### src/hw/rtl/srrs_pkg.sv
`default_nettype none
package srrs_pkg;

  localparam int unsigned MAX_SECTORS_DEF = 65535;

  localparam logic [7:0]  TIMEOUT_RESET  = 8'd180;
  localparam logic [7:0]  COOLDOWN_RESET = 8'd60;
  localparam logic [9:0]  WORDS_RAW      = 10'd585;
  localparam logic [9:0]  WORDS_STD      = 10'd512;
  localparam logic [16:0] ABORTED_MARK   = 17'h1FFFF;
  localparam logic [7:0]  TICK_MAX       = 8'd255;
  localparam int unsigned RAW_MODE_BIT   = 5;

  localparam logic [2:0] OP_START  = 3'd0;
  localparam logic [2:0] OP_READY  = 3'd1;
  localparam logic [2:0] OP_ERROR  = 3'd2;
  localparam logic [2:0] OP_TICK   = 3'd3;
  localparam logic [2:0] OP_BREAK  = 3'd4;
  localparam logic [2:0] OP_POLL   = 3'd5;

  localparam logic [1:0] CMD_NONE  = 2'd0;
  localparam logic [1:0] CMD_READ  = 2'd1;
  localparam logic [1:0] CMD_SEEK  = 2'd2;
  localparam logic [1:0] CMD_PAUSE = 2'd3;

  localparam logic [2:0] ST_ACCEPTED = 3'd0;
  localparam logic [2:0] ST_REFUSED  = 3'd1;
  localparam logic [2:0] ST_PENDING  = 3'd2;
  localparam logic [2:0] ST_COMPLETE = 3'd3;
  localparam logic [2:0] ST_ABORTED  = 3'd4;
  localparam logic [2:0] ST_FAILED   = 3'd5;
  localparam logic [2:0] ST_DRIVE    = 3'd6;
  localparam logic [2:0] ST_RETRYING = 3'd7;

  localparam logic [1:0] REG_TIMEOUT  = 2'd0;
  localparam logic [1:0] REG_COOLDOWN = 2'd1;
  localparam logic [1:0] REG_NOTIFY   = 2'd2;

  typedef struct packed {
    logic [2:0]  operation;
    logic [15:0] sector_count;
    logic [31:0] buffer_address;
    logic [7:0]  read_mode;
    logic [7:0]  attempt_limit;
    logic [18:0] start_sector;
    logic        drive_error;
  } srrs_in_t;

  typedef struct packed {
    logic [1:0]  command;
    logic [7:0]  command_mode;
    logic [18:0] command_sector;
    logic        copy_valid;
    logic [31:0] copy_address;
    logic [9:0]  copy_words;
    logic [2:0]  status;
    logic [15:0] pending_count;
    logic        notify;
    logic        notify_error;
  } srrs_out_t;

  typedef struct packed {
    logic [1:0] index;
    logic [7:0] data;
  } srrs_cfg_t;

  typedef struct packed {
    logic [7:0] timeout_ticks;
    logic [7:0] cooldown_ticks;
    logic       notify_enabled;
  } srrs_ctrl_t;

endpackage
`default_nettype wire

### src/hw/rtl/srrs_ifs.sv
`default_nettype none
interface srrs_in_if;
  import srrs_pkg::*;
  logic     valid;
  logic     ready;
  srrs_in_t data;
  modport source (output valid, output data, input ready);
  modport sink (input valid, input data, output ready);
endinterface

interface srrs_out_if;
  import srrs_pkg::*;
  logic      valid;
  logic      ready;
  srrs_out_t data;
  modport source (output valid, output data, input ready);
  modport sink (input valid, input data, output ready);
endinterface

interface srrs_cfg_if;
  import srrs_pkg::*;
  logic      valid;
  logic      ready;
  srrs_cfg_t data;
  modport source (output valid, output data, input ready);
  modport sink (input valid, input data, output ready);
endinterface
`default_nettype wire

### src/hw/rtl/sector_read_retry_sequencer.sv
// Channel   Role    Handshake        Payload
// in_req    sink    valid / ready    srrs_in_t: one event, tick, break, poll or start
// out_rsp   source  valid / ready    srrs_out_t: one result per request
// cfg_wr    sink    valid / ready    srrs_cfg_t: register index and write data
//
// Throughput is one request per cycle while out_rsp.ready stays high; a request is held in
// the input register, and the state-update and result stage registers its result in out_r.
// Reset is synchronous and active low; config returns to 180 / 60 / off.
// A stalled result holds the output register; the input register still takes
// one more request, and in_req.ready drops only when both are full.
// cfg_wr is always ready; write only while no request is in flight.
`default_nettype none
module sector_read_retry_sequencer #(
  parameter int unsigned MAX_SECTORS = srrs_pkg::MAX_SECTORS_DEF
) (
  input  logic      clk,
  input  logic      rst_n,
  srrs_in_if.sink   in_req,
  srrs_out_if.source out_rsp,
  srrs_cfg_if.sink  cfg_wr
);
  import srrs_pkg::*;

  srrs_in_t   s1_r;
  logic       s1_valid_r, s1_valid_nxt;
  srrs_out_t  out_r;
  logic       out_valid_r, out_valid_nxt;
  srrs_out_t  result;
  srrs_ctrl_t ctrl;
  logic       advance, fire, in_take;

  assign advance = !out_valid_r || out_rsp.ready;
  assign fire    = s1_valid_r && advance;
  assign in_req.ready = !s1_valid_r || advance;
  assign in_take = in_req.valid && in_req.ready;

  assign cfg_wr.ready = 1'b1;

  srrs_cfg_regs u_cfg (
    .clk    (clk),
    .rst_n  (rst_n),
    .wr_en  (cfg_wr.valid),
    .wr_req (cfg_wr.data),
    .ctrl   (ctrl)
  );

  srrs_engine #(
    .MAX_SECTORS (MAX_SECTORS)
  ) u_engine (
    .clk    (clk),
    .rst_n  (rst_n),
    .fire   (fire),
    .item   (s1_r),
    .ctrl   (ctrl),
    .result (result)
  );

  always_comb begin
    s1_valid_nxt = in_take ? 1'b1 : (fire ? 1'b0 : s1_valid_r);
    out_valid_nxt = fire ? 1'b1 : (out_rsp.ready ? 1'b0 : out_valid_r);
  end

  always_ff @(posedge clk) begin
    if (!rst_n) begin
      s1_valid_r  <= 1'b0;
      out_valid_r <= 1'b0;
    end else begin
      s1_valid_r  <= s1_valid_nxt;
      out_valid_r <= out_valid_nxt;
    end
  end

  always_ff @(posedge clk) begin
    if (in_take) begin
      s1_r <= in_req.data;
    end
    if (fire) begin
      out_r <= result;
    end
  end

  assign out_rsp.valid = out_valid_r;
  assign out_rsp.data  = out_r;
endmodule
`default_nettype wire

### src/hw/rtl/srrs_cfg_regs.sv
`default_nettype none
module srrs_cfg_regs (
  input  logic               clk,
  input  logic               rst_n,
  input  logic               wr_en,
  input  srrs_pkg::srrs_cfg_t wr_req,
  output srrs_pkg::srrs_ctrl_t ctrl
);
  import srrs_pkg::*;

  srrs_ctrl_t ctrl_r, ctrl_nxt;

  always_comb begin
    ctrl_nxt = ctrl_r;
    if (wr_en) begin
      case (wr_req.index)
        REG_TIMEOUT:  ctrl_nxt.timeout_ticks  = wr_req.data;
        REG_COOLDOWN: ctrl_nxt.cooldown_ticks = wr_req.data;
        REG_NOTIFY:   ctrl_nxt.notify_enabled = wr_req.data[0];
        default:      ctrl_nxt = ctrl_r;
      endcase
    end
  end

  always_ff @(posedge clk) begin
    if (!rst_n) begin
      ctrl_r.timeout_ticks  <= TIMEOUT_RESET;
      ctrl_r.cooldown_ticks <= COOLDOWN_RESET;
      ctrl_r.notify_enabled <= 1'b0;
    end else begin
      ctrl_r <= ctrl_nxt;
    end
  end

  assign ctrl = ctrl_r;
endmodule
`default_nettype wire

### src/hw/rtl/srrs_engine.sv
`default_nettype none
module srrs_engine #(
  parameter int unsigned MAX_SECTORS = srrs_pkg::MAX_SECTORS_DEF
) (
  input  logic                 clk,
  input  logic                 rst_n,
  input  logic                 fire,
  input  srrs_pkg::srrs_in_t   item,
  input  srrs_pkg::srrs_ctrl_t ctrl,
  output srrs_pkg::srrs_out_t  result
);
  import srrs_pkg::*;

  localparam logic [23:0] MaxSec = 24'(MAX_SECTORS);

  logic [16:0] pend_r, pend_nxt;
  logic [7:0]  att_r, att_nxt;
  logic [15:0] runlen_r, runlen_nxt;
  logic [18:0] runstart_r, runstart_nxt;
  logic [31:0] waddr_r, waddr_nxt;
  logic [9:0]  swords_r, swords_nxt;
  logic [7:0]  elapsed_r, elapsed_nxt;
  logic        cool_r, cool_nxt;

  logic        aborted, active, listening, timer_out;
  logic        aborted_nxt, active_nxt;
  logic [7:0]  limit_sel;
  logic [15:0] count_clamped;
  logic [2:0]  idle_st, idle_st_nxt;
  srrs_out_t   res;

  always_comb begin
    aborted   = pend_r == ABORTED_MARK;
    active    = (pend_r != '0) && !aborted;
    listening = (pend_r != '0) && !cool_r;
    limit_sel = cool_r ? ctrl.cooldown_ticks : ctrl.timeout_ticks;
    timer_out = elapsed_r > limit_sel;
    idle_st   = aborted ? ST_ABORTED : ((pend_r == '0) ? ST_COMPLETE : ST_PENDING);
    count_clamped = ({8'd0, item.sector_count} > MaxSec) ? MaxSec[15:0]
                                                         : item.sector_count;
  end

  always_comb begin
    pend_nxt     = pend_r;
    att_nxt      = att_r;
    runlen_nxt   = runlen_r;
    runstart_nxt = runstart_r;
    waddr_nxt    = waddr_r;
    swords_nxt   = swords_r;
    elapsed_nxt  = elapsed_r;
    cool_nxt     = cool_r;
    res          = '0;
    res.status   = idle_st;
    case (item.operation)
      OP_START: begin
        if (active || (item.sector_count == '0) || (item.attempt_limit == '0)) begin
          res.status = ST_REFUSED;
        end else begin
          waddr_nxt    = item.buffer_address;
          elapsed_nxt  = '0;
          cool_nxt     = 1'b0;
          att_nxt      = item.attempt_limit - 8'd1;
          pend_nxt     = {1'b0, count_clamped};
          runlen_nxt   = count_clamped;
          runstart_nxt = item.start_sector;
          swords_nxt   = item.read_mode[RAW_MODE_BIT] ? WORDS_RAW : WORDS_STD;
          res.command      = CMD_READ;
          res.command_mode = item.read_mode;
          res.status       = ST_ACCEPTED;
        end
      end
      OP_READY, OP_ERROR: begin
        if (listening) begin
          if (aborted) begin
            res.command = CMD_PAUSE;
            cool_nxt    = 1'b1;
            elapsed_nxt = '0;
          end else if (item.operation == OP_READY) begin
            res.copy_valid   = 1'b1;
            res.copy_address = waddr_r;
            res.copy_words   = swords_r;
            waddr_nxt = waddr_r + {20'd0, swords_r, 2'b00};
            pend_nxt  = pend_r - 17'd1;
            if (pend_r != 17'd1) begin
              elapsed_nxt = '0;
            end else begin
              res.command = CMD_PAUSE;
              cool_nxt    = 1'b1;
              elapsed_nxt = '0;
              res.notify  = ctrl.notify_enabled;
            end
          end else begin
            res.command = CMD_PAUSE;
            cool_nxt    = 1'b1;
            elapsed_nxt = '0;
            if ((att_r == '0) && ctrl.notify_enabled) begin
              res.notify       = 1'b1;
              res.notify_error = 1'b1;
            end
          end
        end
      end
      OP_TICK: begin
        if (elapsed_r < TICK_MAX) begin
          elapsed_nxt = elapsed_r + 8'd1;
        end
      end
      OP_BREAK: begin
        if (active) begin
          pend_nxt = ABORTED_MARK;
        end
      end
      OP_POLL: begin
        if (active) begin
          if (timer_out) begin
            if (att_r == '0) begin
              pend_nxt   = '0;
              res.status = ST_FAILED;
            end else begin
              att_nxt      = att_r - 8'd1;
              runstart_nxt = runstart_r + {3'd0, runlen_r} - {3'd0, pend_r[15:0]};
              runlen_nxt   = pend_r[15:0];
              elapsed_nxt  = '0;
              cool_nxt     = 1'b0;
              res.command        = CMD_SEEK;
              res.command_sector = runstart_nxt;
              res.status         = ST_RETRYING;
            end
          end else if (item.drive_error) begin
            res.status = ST_DRIVE;
          end else begin
            res.status = ST_PENDING;
          end
        end
      end
      default: begin
        res.status = idle_st;
      end
    endcase

    aborted_nxt = pend_nxt == ABORTED_MARK;
    active_nxt  = (pend_nxt != '0) && !aborted_nxt;
    idle_st_nxt = aborted_nxt ? ST_ABORTED
                              : ((pend_nxt == '0) ? ST_COMPLETE : ST_PENDING);
    if ((item.operation == OP_BREAK) ||
        (((item.operation == OP_READY) || (item.operation == OP_ERROR)) && listening)) begin
      res.status = idle_st_nxt;
    end
    res.pending_count = active_nxt ? pend_nxt[15:0] : 16'd0;
  end

  always_ff @(posedge clk) begin
    if (!rst_n) begin
      pend_r     <= '0;
      att_r      <= '0;
      runlen_r   <= '0;
      runstart_r <= '0;
      waddr_r    <= '0;
      swords_r   <= WORDS_STD;
      elapsed_r  <= '0;
      cool_r     <= 1'b0;
    end else if (fire) begin
      pend_r     <= pend_nxt;
      att_r      <= att_nxt;
      runlen_r   <= runlen_nxt;
      runstart_r <= runstart_nxt;
      waddr_r    <= waddr_nxt;
      swords_r   <= swords_nxt;
      elapsed_r  <= elapsed_nxt;
      cool_r     <= cool_nxt;
    end
  end

  assign result = res;
endmodule
`default_nettype wire

### src/flat_wrapper.sv
// flat-port wrapper written by rule: the top's interface ports become plain ports
module sector_read_retry_sequencer_flat import srrs_pkg::*;
#(
  parameter int unsigned MAX_SECTORS = srrs_pkg::MAX_SECTORS_DEF
)
  (clk, rst_n, in_req_valid, in_req_data, in_req_ready, out_rsp_valid, out_rsp_data, out_rsp_ready, cfg_wr_valid, cfg_wr_data, cfg_wr_ready);
  srrs_in_if in_req_i ();
  srrs_out_if out_rsp_i ();
  srrs_cfg_if cfg_wr_i ();
  input  logic clk;
  input  logic rst_n;
  input wire logic [$bits(in_req_i.valid)-1:0] in_req_valid;
  input wire logic [$bits(in_req_i.data)-1:0] in_req_data;
  output wire logic [$bits(in_req_i.ready)-1:0] in_req_ready;
  output wire logic [$bits(out_rsp_i.valid)-1:0] out_rsp_valid;
  output wire logic [$bits(out_rsp_i.data)-1:0] out_rsp_data;
  input wire logic [$bits(out_rsp_i.ready)-1:0] out_rsp_ready;
  input wire logic [$bits(cfg_wr_i.valid)-1:0] cfg_wr_valid;
  input wire logic [$bits(cfg_wr_i.data)-1:0] cfg_wr_data;
  output wire logic [$bits(cfg_wr_i.ready)-1:0] cfg_wr_ready;
  assign in_req_i.valid = in_req_valid;
  assign in_req_i.data = in_req_data;
  assign in_req_ready = in_req_i.ready;
  assign out_rsp_valid = out_rsp_i.valid;
  assign out_rsp_data = out_rsp_i.data;
  assign out_rsp_i.ready = out_rsp_ready;
  assign cfg_wr_i.valid = cfg_wr_valid;
  assign cfg_wr_i.data = cfg_wr_data;
  assign cfg_wr_ready = cfg_wr_i.ready;
  sector_read_retry_sequencer #(.MAX_SECTORS(MAX_SECTORS)) u_core (.clk(clk), .rst_n(rst_n), .in_req(in_req_i), .out_rsp(out_rsp_i), .cfg_wr(cfg_wr_i));
endmodule
### config.mk
export PLATFORM = sky130hd
export DESIGN_NAME = sector_read_retry_sequencer_flat
export DESIGN_NICKNAME = d
export VERILOG_FILES = /design/src/hw/rtl/srrs_pkg.sv /design/src/hw/rtl/srrs_ifs.sv /design/src/hw/rtl/sector_read_retry_sequencer.sv /design/src/hw/rtl/srrs_cfg_regs.sv /design/src/hw/rtl/srrs_engine.sv /design/src/flat_wrapper.sv
export SDC_FILE = /design/constraint.sdc
export NUM_CORES = 1
export LEC_CHECK = 0
export ABC_CLOCK_PERIOD_IN_PS = 4500
export BUFFER_PORTS_ARGS = -buffer_cell sky130_fd_sc_hd__buf_2
export CAP_MARGIN = 20
export CORE_ASPECT_RATIO = 1.2
export CORE_UTILIZATION = 40
export DETAILED_ROUTE_END_ITERATION = 10
export HOLD_SLACK_MARGIN = 0.03
export SETUP_SLACK_MARGIN = 0.5
export SYNTH_ARGS = -nofsm -noshare
export SYNTH_HDL_FRONTEND = slang
export SYNTH_SLANG_ARGS = --single-unit
export TNS_END_PERCENT = 20
### constraint.sdc
create_clock -name clk -period 4.5 [get_ports clk]
set_clock_uncertainty 0.1 [all_clocks]
set_input_delay 0.45 -clock clk [delete_from_list [all_inputs] [get_ports clk]]
set_output_delay 0.45 -clock clk [all_outputs]
set_load 0.02 [all_outputs]
==> impl_metrics.prom <==
# TYPE chip_impl_metric gauge
chip_impl_info{name="run_status",value="completed"} 1
chip_impl_metric{name="detailedRoute.firstPassIterationCount",unit=""} 5
chip_impl_metric{name="cts-htree-levels",unit=""} 1
chip_impl_info{name="crit_type",value="reg -> reg"} 1
chip_impl_info{name="netlist_top_cells_count",value="172 x sky130_fd_sc_hd__edfxtp_1, 147 x sky130_fd_sc_hd__nand2_1, 121 x sky130_fd_sc_hd__dfxtp_1"} 1
chip_impl_metric{name="post_synth_instance_area",unit="mm^2"} 0.0146
chip_impl_metric{name="crit_path_max_fanout",unit=""} 18
chip_impl_metric{name="final_gp_congestion",unit=""} 0.947
chip_impl_info{name="synth_top_family_by_area",value="simple AND/OR/NAND/NOR gates"} 1
chip_impl_info{name="start_kind",value="flip-flop"} 1
chip_impl_metric{name="finalPower",unit="mW"} 6.64
chip_impl_metric{name="port-buffer-count",unit=""} 190
chip_impl_metric{name="clock_sink_count",unit=""} 293
chip_impl_metric{name="min_delay_path_depth",unit=""} 3
chip_impl_metric{name="detailedRoute.firstIterationViolations",unit=""} 827
chip_impl_metric{name="synth-edff-count",unit=""} 172
chip_impl_info{name="synth_largest_area_cell",value="sky130_fd_sc_hd__edfxtp_1"} 1
chip_impl_info{name="post_synth_main_area_contributors",value="sky130_fd_sc_hd__edfxtp_1 35%, sky130_fd_sc_hd__dfxtp_1 17%, sky130_fd_sc_hd__nand2_1 3.8%"} 1
chip_impl_metric{name="synth_adder_area_share",unit="%"} 5.28
chip_impl_metric{name="clkTransAtPathRegs",unit="ps"} 70
chip_impl_metric{name="worst_ir_drop_vdd",unit="mV"} 0.274
chip_impl_info{name="critPathSlowestCell",value="sky130_fd_sc_hd__or4b_1"} 1
chip_impl_info{name="yosys_most_used_dff",value="sky130_fd_sc_hd__edfxtp_1"} 1
chip_impl_info{name="reg2reg_from",value="u_core.u_engine.pend_r[0]"} 1
chip_impl_metric{name="finalWorstSetupSlack",unit="ps"} 631
chip_impl_metric{name="clock_tree.buffer_depth",unit=""} 3
chip_impl_metric{name="grt_overflow_total",unit=""} 0
chip_impl_metric{name="layout_worst_path_cycle_share",unit="%"} 86.0
chip_impl_metric{name="worstSkewPairLatency",unit="ps"} 590
chip_impl_metric{name="yosys.area.top_type_share",unit="%"} 35.4
chip_impl_metric{name="crit_path_dat",unit="ps"} 4090
chip_impl_metric{name="largest_incremental_delay_on_the_critical_path",unit="ps"} 520
chip_impl_metric{name="grt_pass1_wl",unit="um"} 63600
chip_impl_metric{name="synth-simple-area-share",unit="%"} 17.1
chip_impl_metric{name="timing.setup.tns",unit="ps"} 0
chip_impl_info{name="path_delay_family",value="simple AND/OR/NAND/NOR gates"} 1
chip_impl_metric{name="post-route-util",unit="%"} 50.8
chip_impl_metric{name="drive_above_1_share",unit="%"} 19.5
chip_impl_metric{name="post_synth_xor_area_fraction",unit="%"} 1.74
chip_impl_info{name="min_from",value="cfg_wr_data[0]"} 1
chip_impl_metric{name="timing.max_cap.violations",unit=""} 0
chip_impl_metric{name="grt_util_all_layers",unit="%"} 21.8
chip_impl_metric{name="grt_max_degree",unit=""} 80
chip_impl_metric{name="layout_min_cycle_time",unit="ps"} 3870
chip_impl_metric{name="worst_ep_required_time",unit="ps"} 4730
chip_impl_metric{name="detailed_place_hpwl",unit="um"} 28100
chip_impl_metric{name="die_area",unit="mm^2"} 0.0373
chip_impl_info{name="worst_r2r_endpoint",value="u_core.out_rsp.data[19]"} 1
chip_impl_info{name="worstHoldEndpoint",value="u_core.u_cfg.ctrl[9]"} 1
chip_impl_metric{name="via_count_of_the_first_global_routing_pass",unit=""} 11644
chip_impl_metric{name="initial_antenna_violation_count",unit=""} 1
chip_impl_metric{name="syn_inst",unit=""} 1431
chip_impl_metric{name="cp_num_buf_inv",unit=""} 3
chip_impl_metric{name="synth.yosys.seq_area_share",unit="%"} 52.0
chip_impl_metric{name="route.detailed.drc",unit=""} 0
chip_impl_metric{name="hold_viol",unit=""} 0
chip_impl_info{name="tritoncts",value="yes"} 1
chip_impl_metric{name="synth_compound_area_share",unit="%"} 16.6
chip_impl_metric{name="final.hold.worst_slack",unit="ps"} 60.6
chip_impl_metric{name="drt-vias-per-instance",unit=""} 5.36
chip_impl_metric{name="fp-row-count",unit=""} 76
chip_impl_metric{name="worst_slew_margin_rel",unit="%"} 33.0
chip_impl_info{name="timing.hold.worst.class",value="in -> reg"} 1
chip_impl_metric{name="final-max-slew-violation-count",unit=""} 0
chip_impl_info{name="synthMostInstantiatedCell",value="sky130_fd_sc_hd__edfxtp_1"} 1
chip_impl_metric{name="multi_input_comb_area",unit="mm^2"} 0.00642
chip_impl_metric{name="tritoncts.num_buffers",unit=""} 31
chip_impl_metric{name="synthesis.yosys.warnings",unit=""} 0
chip_impl_metric{name="syn-mean-instance-area",unit="um^2"} 10.2
chip_impl_metric{name="route.vias.total",unit=""} 11819
chip_impl_metric{name="max_freq",unit="GHz"} 0.258
chip_impl_info{name="clock_tree.root_cell",value="sky130_fd_sc_hd__clkbuf_16"} 1
chip_impl_info{name="worstPathCellList",value="inv_1, ha_2, or4b_4, nor4_4, buf_4, nor3_4, mux2i_1, a221oi_1, o211a_2, or4b_1, nor4b_2, and4_1, buf_6, o21ai_0"} 1
chip_impl_metric{name="nNetsFinal",unit=""} 1864
chip_impl_metric{name="combined_flip_flop_and_latch_cell_area",unit="mm^2"} 0.00759
chip_impl_metric{name="worst-r2r-cell-count",unit=""} 14
chip_impl_metric{name="die_width",unit="um"} 176
chip_impl_metric{name="pre_cts_slack",unit="ps"} 289
chip_impl_metric{name="timing_worst_slew_pin_value",unit="ps"} 1010
chip_impl_metric{name="powerDensity",unit="mW/mm^2"} 364
chip_impl_metric{name="filler_cell_count",unit=""} 3258
chip_impl_metric{name="antenna_violating_nets_post_route",unit=""} 0
chip_impl_metric{name="ioPinCount",unit=""} 198
chip_impl_metric{name="fp.coreArea",unit="mm^2"} 0.0359
chip_impl_metric{name="static-leakage-power",unit="nW"} 7.77
chip_impl_metric{name="synth_seq_cells",unit=""} 293
chip_impl_metric{name="finalWirelength",unit="um"} 40600
chip_impl_metric{name="synthToLayoutAreaGrowth",unit="%"} 25.1
chip_impl_metric{name="postSynth.asyncResetShare",unit="%"} 0
chip_impl_metric{name="finalSetupViolations",unit=""} 0
chip_impl_metric{name="yosys.cell_types.count",unit=""} 77
chip_impl_info{name="rsz0062_at_grt",value="yes"} 1
chip_impl_metric{name="initial_utilization",unit="%"} 40.6
chip_impl_metric{name="ff2ff_setup_slack",unit="ps"} 630
chip_impl_metric{name="drt-wirelength-per-cell",unit="um"} 18.4
chip_impl_metric{name="die_height",unit="um"} 211
chip_impl_metric{name="post_synth_mux_area_share",unit="%"} 2.36
chip_impl_info{name="end_kind",value="flip-flop"} 1
## flip-flops by register name, summed over array words and instances, names as in the netlist, 8 cells and up
register / count
u_core.s1_r: 87
u_core.out_rsp.data: 85
u_core.u_engine.waddr_r: 32
u_core.u_engine.runstart_r: 19
u_core.u_cfg.ctrl: 17
u_core.u_engine.pend_r: 17
u_core.u_engine.runlen_r: 16
u_core.u_engine.att_r: 8
u_core.u_engine.elapsed_r: 8
## what timing repair did
item,in CTS,in global routing
hold buffers,94,0
buffers inserted,0,3
pin swaps,2,3
gates resized for setup,6,13
hold endpoints to repair,100,0
setup endpoints to repair,19,21
## area by class of cell
cell class | count | share of cell area [%]
clock inverter | 8 | 0.322
sequential | 293 | 41.6
clock buffer | 50 | 5.54
timing repair buffer | 333 | 12.5
tap | 468 | 3.21
multi-input combinational | 970 | 35.2
antenna | 1 | 0.0137
inverter | 81 | 1.68
## cell usage in the layout (no fill, tap or decap), types with 10 or more instances in the layout
cell / count
sky130_fd_sc_hd__a21boi_0: 12
sky130_fd_sc_hd__a21o_1: 10
sky130_fd_sc_hd__a21oi_1: 75
sky130_fd_sc_hd__a22oi_1: 11
sky130_fd_sc_hd__a31oi_1: 14
sky130_fd_sc_hd__and2_1: 58
sky130_fd_sc_hd__buf_2: 190
sky130_fd_sc_hd__buf_4: 47
sky130_fd_sc_hd__clkbuf_16: 34
sky130_fd_sc_hd__clkbuf_8: 10
sky130_fd_sc_hd__dfxtp_1: 117
sky130_fd_sc_hd__dlygate4sd3_1: 94
sky130_fd_sc_hd__edfxtp_1: 172
sky130_fd_sc_hd__fa_1: 16
sky130_fd_sc_hd__ha_1: 35
sky130_fd_sc_hd__inv_1: 80
sky130_fd_sc_hd__mux2i_1: 31
sky130_fd_sc_hd__nand2_1: 147
sky130_fd_sc_hd__nand3_1: 40
sky130_fd_sc_hd__nand4_1: 16
sky130_fd_sc_hd__nor2_1: 103
sky130_fd_sc_hd__nor2b_1: 21
sky130_fd_sc_hd__nor3_1: 38
sky130_fd_sc_hd__nor4_1: 12
sky130_fd_sc_hd__o211a_1: 50
sky130_fd_sc_hd__o211ai_1: 26
sky130_fd_sc_hd__o21ai_0: 80
sky130_fd_sc_hd__xnor2_1: 10
sky130_fd_sc_hd__xor2_1: 19
## layer usage
layer  wire length (um)  vias up  track usage (%)
li1                   -     5717                -
met1              17900     5659             28.7
met2              19300      369             36.4
met3               2110       74             2.70
met4               1340        0             8.53
met5                  0        -                0
## stage by stage
stage / cell area [um^2] / cells
finish: 18300 / 2204
global placement: 16100 / 2048
global route: 18300 / 2204
CTS: 18200 / 2200
floorplan: 14600 / 1436
detailed placement: 16100 / 2048
## power breakdown
group	switching, mW	leakage [nW]	internal [mW]
Sequential	0.0783	2.67	2.96
Combinational	0.583	4.57	0.393
Clock	1.08	0.539	1.54
Total	1.74	7.77	4.90
## worst min-delay path, stage by stage
cell and delay, ps:
sky130_fd_sc_hd__buf_2 100, sky130_fd_sc_hd__mux2i_1 70, sky130_fd_sc_hd__nor2b_1 90
## cells by family (layout without fill, tap and decap cells)
| kind of cell | count (synthesis) | in the layout |
|---|---|---|
| other cells | 2 | 8 |
| simple gates | 497 | 497 |
| xor+xnor | 29 | 29 |
| mux | 34 | 34 |
| compound gates | 351 | 351 |
| flops | 293 | 293 |
| fa+ha+maj | 52 | 52 |
| buf+inv | 173 | 472 |
## worst max path at each step
| stage | depth (start not counted) | end | slack (ps) | from |
|---|---|---|---|---|
| after floorplan | 14 | u_core.out_rsp.data[12] | 530 | u_core.u_engine.cool_r |
| after global placement | 13 | u_core.out_rsp.data[5] | 290 | u_core.u_engine.cool_r |
| after detailed placement | 13 | u_core.out_rsp.data[12] | 290 | u_core.u_engine.cool_r |
| after CTS | 13 | u_core.out_rsp.data[19] | 530 | u_core.u_engine.pend_r[0] |
| after global routing | 14 | u_core.out_rsp.data[19] | 480 | u_core.u_engine.pend_r[0] |
| final | 14 | u_core.out_rsp.data[19] | 630 | u_core.u_engine.pend_r[0] |
(Power assumes the default switching activity.)
